**config.mk**
```make
export PLATFORM = sky130hd
export DESIGN_NAME = opw_divider
export DESIGN_NICKNAME = d
export VERILOG_FILES = /design/src/sv/opw_pkg.sv /design/src/sv/opw_divider.sv
export SDC_FILE = /design/constraint.sdc
export NUM_CORES = 1
export LEC_CHECK = 0
export CORE_AREA = 2 2 72 74
export CTS_BUF_LIST = sky130_fd_sc_hd__clkbuf_2 sky130_fd_sc_hd__clkbuf_4 sky130_fd_sc_hd__clkbuf_8
export CTS_CLUSTER_DIAMETER = 50
export DETAILED_ROUTE_END_ITERATION = 10
export DIE_AREA = 0 0 74 76
export DONT_BUFFER_PORTS = 1
export GPL_TIMING_DRIVEN = 1
export PLACE_DENSITY = 0.65
export SLEW_MARGIN = 20
export SYNTH_ARGS = -nofsm -noshare
export SYNTH_HDL_FRONTEND = slang
export SYNTH_SLANG_ARGS = --single-unit
```
**constraint.sdc**
```tcl
create_clock -name clk -period 2.75 [get_ports clk]
set_input_delay 0.275 -clock clk [delete_from_list [all_inputs] [get_ports clk]]
set_output_delay 0.275 -clock clk [all_outputs]
set_load 0.005 [all_outputs]
```
**src/sv/opw_pkg.sv**
```systemverilog
// Shared constants, types and state codes of the oil-paint window filter.
package opw_pkg;

    // Frame store and window geometry
    localparam int MAX_WIDTH  = 512;
    localparam int MAX_HEIGHT = 512;
    localparam int MAX_RADIUS = 16;
    localparam int BIN_COUNT  = 256;

    localparam int FRAME_AW = $clog2(MAX_WIDTH * MAX_HEIGHT);
    localparam int BIN_AW   = $clog2(BIN_COUNT);
    localparam int CNT_W    = $clog2((2 * MAX_RADIUS + 1) * (2 * MAX_RADIUS + 1) + 1);
    localparam int SUM_W    = CNT_W + 8;
    localparam int DIV_CW   = $clog2(SUM_W + 1);

    // Configuration register indexes
    localparam logic [2:0] REG_FRAME_WIDTH   = 3'd0;
    localparam logic [2:0] REG_FRAME_HEIGHT  = 3'd1;
    localparam logic [2:0] REG_WINDOW_RADIUS = 3'd2;
    localparam logic [2:0] REG_SMOOTHNESS    = 3'd3;
    localparam logic [2:0] REG_COLOR_MODE    = 3'd4;

    // Input actions
    localparam logic ACT_LOAD    = 1'b0;
    localparam logic ACT_COMPUTE = 1'b1;

    typedef struct packed {
        logic       action;
        logic [8:0] col;
        logic [8:0] row;
        logic [7:0] in_luma;
        logic [7:0] in_cb;
        logic [7:0] in_cr;
    } opw_in_t;

    typedef struct packed {
        logic [7:0] out_luma;
        logic [7:0] out_cb;
        logic [7:0] out_cr;
    } opw_out_t;

    // One bin accumulator entry
    typedef struct packed {
        logic [CNT_W-1:0] cnt;
        logic [SUM_W-1:0] sum_luma;
        logic [SUM_W-1:0] sum_cb;
        logic [SUM_W-1:0] sum_cr;
    } opw_bin_t;

    typedef enum logic [3:0] {
        ST_IDLE,
        ST_CENTER,
        ST_WALK,
        ST_DRAIN,
        ST_SCAN,
        ST_SCAN_END,
        ST_DIV_GO,
        ST_DIV_WAIT,
        ST_DONE
    } opw_state_t;

    typedef enum logic [1:0] {
        SEL_LUMA,
        SEL_CB,
        SEL_CR
    } opw_sel_t;

endpackage

```
**src/sv/opw_divider.sv**
```systemverilog
// Restoring divider, one quotient bit per cycle, shared by the three bin means.
module opw_divider
(
    input  logic                       clk,
    input  logic                       rst_n,
    input  logic                       start,
    input  logic [opw_pkg::SUM_W-1:0]  dividend,
    input  logic [opw_pkg::CNT_W-1:0]  divisor,
    output logic                       done,
    output logic [opw_pkg::SUM_W-1:0]  quotient
);

    logic                         busy_reg;
    logic                         done_reg;
    logic [opw_pkg::DIV_CW-1:0]   cnt_reg;
    logic [opw_pkg::CNT_W-1:0]    rem_reg;
    logic [opw_pkg::CNT_W-1:0]    rem_next;
    logic [opw_pkg::SUM_W-1:0]    quo_reg;
    logic [opw_pkg::CNT_W-1:0]    dvs_reg;
    logic [opw_pkg::CNT_W:0]      shifted;
    logic                         qbit;

    // Shift in the next dividend bit and trial-subtract
    always_comb
    begin
        shifted = {rem_reg, quo_reg[opw_pkg::SUM_W-1]};
        qbit    = (shifted >= {1'b0, dvs_reg});
        if (qbit)
        begin
            rem_next = opw_pkg::CNT_W'(shifted - {1'b0, dvs_reg});
        end
        else
        begin
            rem_next = shifted[opw_pkg::CNT_W-1:0];
        end
    end

    // Control: count steps, pulse done
    always_ff @(posedge clk or negedge rst_n)
    begin
        if (!rst_n)
        begin
            busy_reg <= 1'b0;
            done_reg <= 1'b0;
            cnt_reg  <= '0;
        end
        else
        begin
            done_reg <= 1'b0;
            if (start)
            begin
                busy_reg <= 1'b1;
                cnt_reg  <= '0;
            end
            else if (busy_reg)
            begin
                cnt_reg <= cnt_reg + 1'b1;
                if (cnt_reg == opw_pkg::DIV_CW'(opw_pkg::SUM_W - 1))
                begin
                    busy_reg <= 1'b0;
                    done_reg <= 1'b1;
                end
            end
        end
    end

    // Datapath: remainder and quotient shift register
    always_ff @(posedge clk)
    begin
        if (start)
        begin
            rem_reg <= '0;
            quo_reg <= dividend;
            dvs_reg <= divisor;
        end
        else if (busy_reg)
        begin
            rem_reg <= rem_next;
            quo_reg <= {quo_reg[opw_pkg::SUM_W-2:0], qbit};
        end
    end

    assign done     = done_reg;
    assign quotient = quo_reg;

endmodule

```
======== Word level (Yosys, flattened, before mapping) ========
Cells that the tools add are included.
word-level totals
  register bits ........................... 48
  input bits .............................. 33
  output and inout port bits .............. 20
operators by class
  $add $sub $neg .......................... 2
  order comparisons ....................... 1
  eq/ne operators ......................... 1
  muxes and demuxes ....................... 11
  reductions and logical operators ........ 1
operators with widths
  kind                                                            count
  19-bit two-way mux                                              2
  12-bit by 11-bit greater-or-equal comparator with 1-bit output  1
  11-bit two-way mux                                              1
  11-bit subtractor                                               1
  5-bit two-way mux                                               2
  1-bit two-way mux                                               6
  5-bit by 1-bit adder with 5-bit output (second input constant)  1
  5-bit == test (second input constant)                           1
  2-bit nonzero test                                              1

======== Longest topological paths before layout ========
  word-level depth ........................ 4
  gate-level depth with buffers ........... 10

======== Worst setup path before layout ========
No wires, ideal clock.
  path type ............................... reg2reg
  start point ............................. register quo_reg (netlist bit quotient[18])
  end point ............................... register rem_reg[0] (netlist bit)
  library setup time ...................... 0.079 ns
  arrival ................................. 2.126 ns
  setup slack ............................. 0.545 ns
  cell stages (with the launch flop) ...... 10
  buffers on the path ..................... 0
  clock period less this slack ............ 2.205 ns
  cell sequence ........................... edfxtp_1 inv_1 ha_1 fa_1 nor2b_1 o31a_1 o21ai_4 o21ai_4 mux2_4 a211oi_2
between the ends
  longest elaborated chain between the ends .. 2
ends and longest elaborated chain
  item                                                                                                        RTL line                              source
  start: declaration                                                                                          opw_divider.sv:18                     logic [opw_pkg::SUM_W-1:0] quo_reg;
  start signal: assignment                                                                                    opw_divider.sv:73                     quo_reg <= dividend;
  start signal: assignment                                                                                    opw_divider.sv:79                     quo_reg <= {quo_reg[opw_pkg::SUM_W-2:0], qbit};
  11-bit subtractor / 12-bit by 11-bit greater-or-equal comparator with 1-bit output (equally long branches)  opw_divider.sv:30, opw_divider.sv:27
  11-bit two-way mux (*)                                                                                      opw_divider.sv:28                     if (qbit)
  end signal: assignment                                                                                      opw_divider.sv:78                     rem_reg <= rem_next;
  end: declaration                                                                                            opw_divider.sv:16                     logic [opw_pkg::CNT_W-1:0] rem_reg;
Mark *: on every way between the ends. The rest lies on a longest branch, timed or not.
A chain may end at the register's enable or synchronous reset.

======== Final worst setup path ========
  start point ............................. register quo_reg (netlist bit quotient[18])
  end point ............................... register rem_reg[9] (netlist bit)
The elaborated chain is that of the path after synthesis.

==> flow_results.org <==
** Clocking
- The number of hold buffers added after CTS was 1.
- After clock tree synthesis, the repair step resized 0 gates.
- Counting every sink on the clock net gives 48.
- Clock-pin slew was measured on the worst setup and hold paths at 0.09 ns.
- The H-tree was split into 2 levels.
- Number of buffers created by CTS :: 5
- The root buffer cell chosen for the clock tree is sky130_fd_sc_hd__clkbuf_8.
- The clock passes through at most 2 buffers.
- Post-CTS Setup Bufs :: 0
- Clk_lat worst skew :: 0.30 ns
- TritonCTS clock tree :: done

** Power and ir drop
- The share of total power dissipated in sequential elements is 42.5%.
- In this run the power spent charging and discharging nets is 769.2 uW.
- P per Cell Area :: 842.1 nW/um2
- Internal power of the cells :: 1553 uW
- Net switching is 33.12% of the power.
- The share of total power dissipated in combinational logic is 35.8%.
- Peak supply drop :: 0.3754 mV
- Pleak :: 0.001097 uW
- Clock share of power :: 21.7%

** Global routing
- First-pass GRT wire length :: 7762 um
- Entering global routing, the biggest net connects 52 pins.
- The number of antenna violations at the first check in global routing came to 0.
- For this run, the total global-route usage over all layers was measured as 17.65%.
- The total overflow left after global routing is 0.
- Number of global-route vias before repair :: 1668

** Synthesis
- Synth Register Bits :: 48
- Counting every net in the synthesized netlist gives 266.
- Leading register cell type out of synthesis :: sky130_fd_sc_hd__edfxtp_1
- Post-synth EDFFs :: 30
- Proportion of synthesized chip area in sequential cells :: 50.24%
- Syn Area/Cell :: 11.78 um2
- The number of different library cells used by synthesis comes to 48.
- Netlist area before placement :: 2580 um2
- Counting every instance in the synthesized netlist gives 219.
- Fraction of registers with async set or reset after synthesis :: 14.58%
- Yosys printed 0 warnings.

** Critical path
- Worst Path Max Fanout :: 10
- The startpoint identified for the worst register-to-register timing path is quotient[18]$_DFFE_PP_.
- The critical path is of the register to register type.
- For the worst flop-to-flop path, the logic depth is 10.
- Critical Path AT :: 2.69 ns
- Data on the critical path is required at its endpoint by 2.96 ns.
- STA classifies the critical path endpoint as a register.
- Register-to-register setup slack :: 0.27 ns
- Kind of start point of the critical path :: register
- The worst register-to-register path ends at rem_reg[9]$_SDFFE_PP0P_.

** Floorplan
- Die Outline Area :: 5624 um2
- Number of standard-cell rows in the floorplan :: 26
- Initial standard-cell utilization of the core :: 52.52%
- During I/O placement, the number of pins put on the boundary was 53.
- Area of the placeable core :: 4912 um2
- From bottom edge to top edge, the die measures 76 um.
- In this run the horizontal extent of the chip is 74 um.

** Detailed routing
- DRC errors left :: 0
- Vias/cell :: 5.614
- Antenna-violating nets left :: 0
- Total via count in the routed design :: 1628
- Number of violations reported at the end of detailed-routing iteration 0 :: 63
- Avg WL per Cell :: 15.71 um
- Iteration count of the initial detailed-routing pass :: 4
- For this block, the routed nets add up to 4557 um of wire.

** Timing
- The number of slew-limit violations in the final report is 0.
- Final worst-path cycle share :: 90.15%
- In this run the tightest slew margin relative to its limit is 69.99%.
- Total of endpoints with negative setup slack in the final report :: 0
- The smallest clock period supported by the final layout is computed as 2.479 ns.
- Clock skew after layout :: 0.007274 ns
- For the pin with the worst max-slew slack, the measured transition is 0.4502 ns.
- Final sum of negative setup slack :: 0 ns
- Timing would allow up to 403.4 MHz.
- The final count of hold timing violations is 0.
- Setup repair after global routing left no endpoint under its margin.

** Placed design
- Number of port buffers :: 0
- Routability-driven placement finished with a final weighted congestion of 0.9138.
- Detail Placement HPWL :: 3368 um

** Run status
- Outcome :: completed

** Min path
- The worst hold path begins at start.
- Tightest Hold Check Type :: primary input to register
- Hold Crit Depth :: 1
- Worst Hold Path EP :: rem_reg[8]$_SDFFE_PP0P_

** Final layout
- Most common library cell in the layout ignoring fill and taps :: sky130_fd_sc_hd__edfxtp_1
- The repair_antennas step left the layout with diodes totalling 0.
- The register with the most flip-flops in the layout has 19 of them.
- Commonest non-fill, non-tap cells in the layout :: sky130_fd_sc_hd__edfxtp_1 (30), sky130_fd_sc_hd__nor2_1 (20), sky130_fd_sc_hd__mux2_2 (19)
- Post-Route Utilization :: 56.14%
- Fin nets :: 266
- In the final layout, the share of cells above drive strength 1 is 17.27%.
- Relative to the synthesized area, the layout overhead comes to 6.886%.

** Run
- Across the run, the number of max-cap violations was 0.
[final cells by class]
cell class | count | area (um2)
Clock buffer | 5 | 68.82
Clock inverter | 3 | 42.54
Fill cell | 422 | 2155
Inverter | 16 | 60.06
Multi-Input combinational cell | 145 | 1177
Sequential cell | 48 | 1296
Tap cell | 70 | 87.58
Timing Repair Buffer | 3 | 25.02
[power groups by stage]
stage,sequential [uW],combinational [uW],clock (uW)
CTS,989,829,517
detailed placement,1000,826,0
finish,988,831,504
global placement,1000,799,0
floorplan,973,718,0
global route,1000,927,539
[stage by stage]
stage / cells / power (uW) / hold slack (ns) / cell area (um2) / worst slack, ns
CTS: 290 / 2335 / 0.01946 / 2758 / 0.2520
global route: 290 / 2470 / 0.02042 / 2758 / 0.05980
finish: 290 / 2322 / 0.04116 / 2758 / 0.2708
detailed placement: 281 / 1827 / -0.02033 / 2636 / 0.2612
global placement: 281 / 1799 / -0.02030 / 2636 / 0.3706
floorplan: 219 / 1691 / -0.02059 / 2580 / 0.5449
[metal layers]
| metal | part of all wire (%) | track usage (%) | wire (um) | up-vias |
|---|---|---|---|---|
| met1 | 41 | 21.38 | 1875 | 756 |
| met4 | 1.8 | 5.818 | 84 | 0 |
| li1 | - | - | - | 799 |
| met3 | 8.6 | 6.217 | 390 | 10 |
| met5 | 0 | 0 | 0 | - |
| met2 | 48 | 28.93 | 2207 | 63 |
[synth_stat cells, types with 2 or more instances]
master	instances	area share, %
sky130_fd_sc_hd__edfxtp_1	30	35
sky130_fd_sc_hd__nor2_1	20	2.9
sky130_fd_sc_hd__mux2_2	19	8.3
sky130_fd_sc_hd__inv_1	16	2.3
sky130_fd_sc_hd__ha_1	13	6.3
sky130_fd_sc_hd__dfxtp_1	11	8.5
sky130_fd_sc_hd__nand2_1	8	1.2
sky130_fd_sc_hd__a211oi_1	7	2.0
sky130_fd_sc_hd__a21oi_1	7	1.4
sky130_fd_sc_hd__dfrtp_1	7	6.8
sky130_fd_sc_hd__mux2i_1	7	2.7
sky130_fd_sc_hd__clkbuf_1	6	0.87
sky130_fd_sc_hd__xnor2_1	6	2.0
sky130_fd_sc_hd__o21ai_0	5	0.97
sky130_fd_sc_hd__nand2b_1	4	0.97
sky130_fd_sc_hd__nand4_1	3	0.73
sky130_fd_sc_hd__o21ai_1	3	0.58
sky130_fd_sc_hd__xor2_1	3	1.0
sky130_fd_sc_hd__a311oi_1	2	0.68
sky130_fd_sc_hd__buf_1	2	0.29
sky130_fd_sc_hd__nand3_1	2	0.39
sky130_fd_sc_hd__nor2b_1	2	0.48
sky130_fd_sc_hd__nor3_1	2	0.39
sky130_fd_sc_hd__nor3b_1	2	0.58
sky130_fd_sc_hd__nor4_1	2	0.48
sky130_fd_sc_hd__nor4_4	2	1.6
sky130_fd_sc_hd__o211ai_1	2	0.58
sky130_fd_sc_hd__o21a_1	2	0.58
sky130_fd_sc_hd__o21ai_4	2	1.3
sky130_fd_sc_hd__o22ai_1	2	0.48
sky130_fd_sc_hd__o31a_1	2	0.68
sky130_fd_sc_hd__or3_1	2	0.48
[cells by family after synthesis]
| logic type | synth area share [%] |
|---|---|
| DFF | 50.24 |
| AOI/OAI and AO/OA | 10.86 |
| and+or+nand+nor | 13.05 |
| xor gates and xnor gates | 3.055 |
| muxes | 11.59 |
| adders and majority gates | 7.081 |
| buffers and inverters | 4.122 |
[worst max-delay path: stages, from the launching register on]
cell	delay [ns]
sky130_fd_sc_hd__edfxtp_1	0.39
sky130_fd_sc_hd__inv_1	0.07
sky130_fd_sc_hd__ha_1	0.23
sky130_fd_sc_hd__fa_1	0.41
sky130_fd_sc_hd__nor2b_1	0.15
sky130_fd_sc_hd__o31a_1	0.23
sky130_fd_sc_hd__o21ai_4	0.12
sky130_fd_sc_hd__o21ai_4	0.20
sky130_fd_sc_hd__buf_4	0.23
sky130_fd_sc_hd__o31ai_1	0.09
sky130_fd_sc_hd__a311oi_1	0.26
[worst max path at each step]
stage / slack, ns / endpoint / from / cells past startpoint
after floorplan: 0.54 / rem_reg[0]$_SDFFE_PP0P_ / quotient[18]$_DFFE_PP_ / 9
after global placement: 0.37 / rem_reg[10]$_SDFFE_PP0P_ / quotient[18]$_DFFE_PP_ / 10
after detailed placement: 0.26 / rem_reg[9]$_SDFFE_PP0P_ / quotient[18]$_DFFE_PP_ / 10
after CTS: 0.25 / rem_reg[9]$_SDFFE_PP0P_ / quotient[18]$_DFFE_PP_ / 10
after global routing: 0.06 / rem_reg[7]$_SDFFE_PP0P_ / quotient[18]$_DFFE_PP_ / 10
final: 0.27 / rem_reg[9]$_SDFFE_PP0P_ / quotient[18]$_DFFE_PP_ / 10
(Power assumes the default switching activity.)
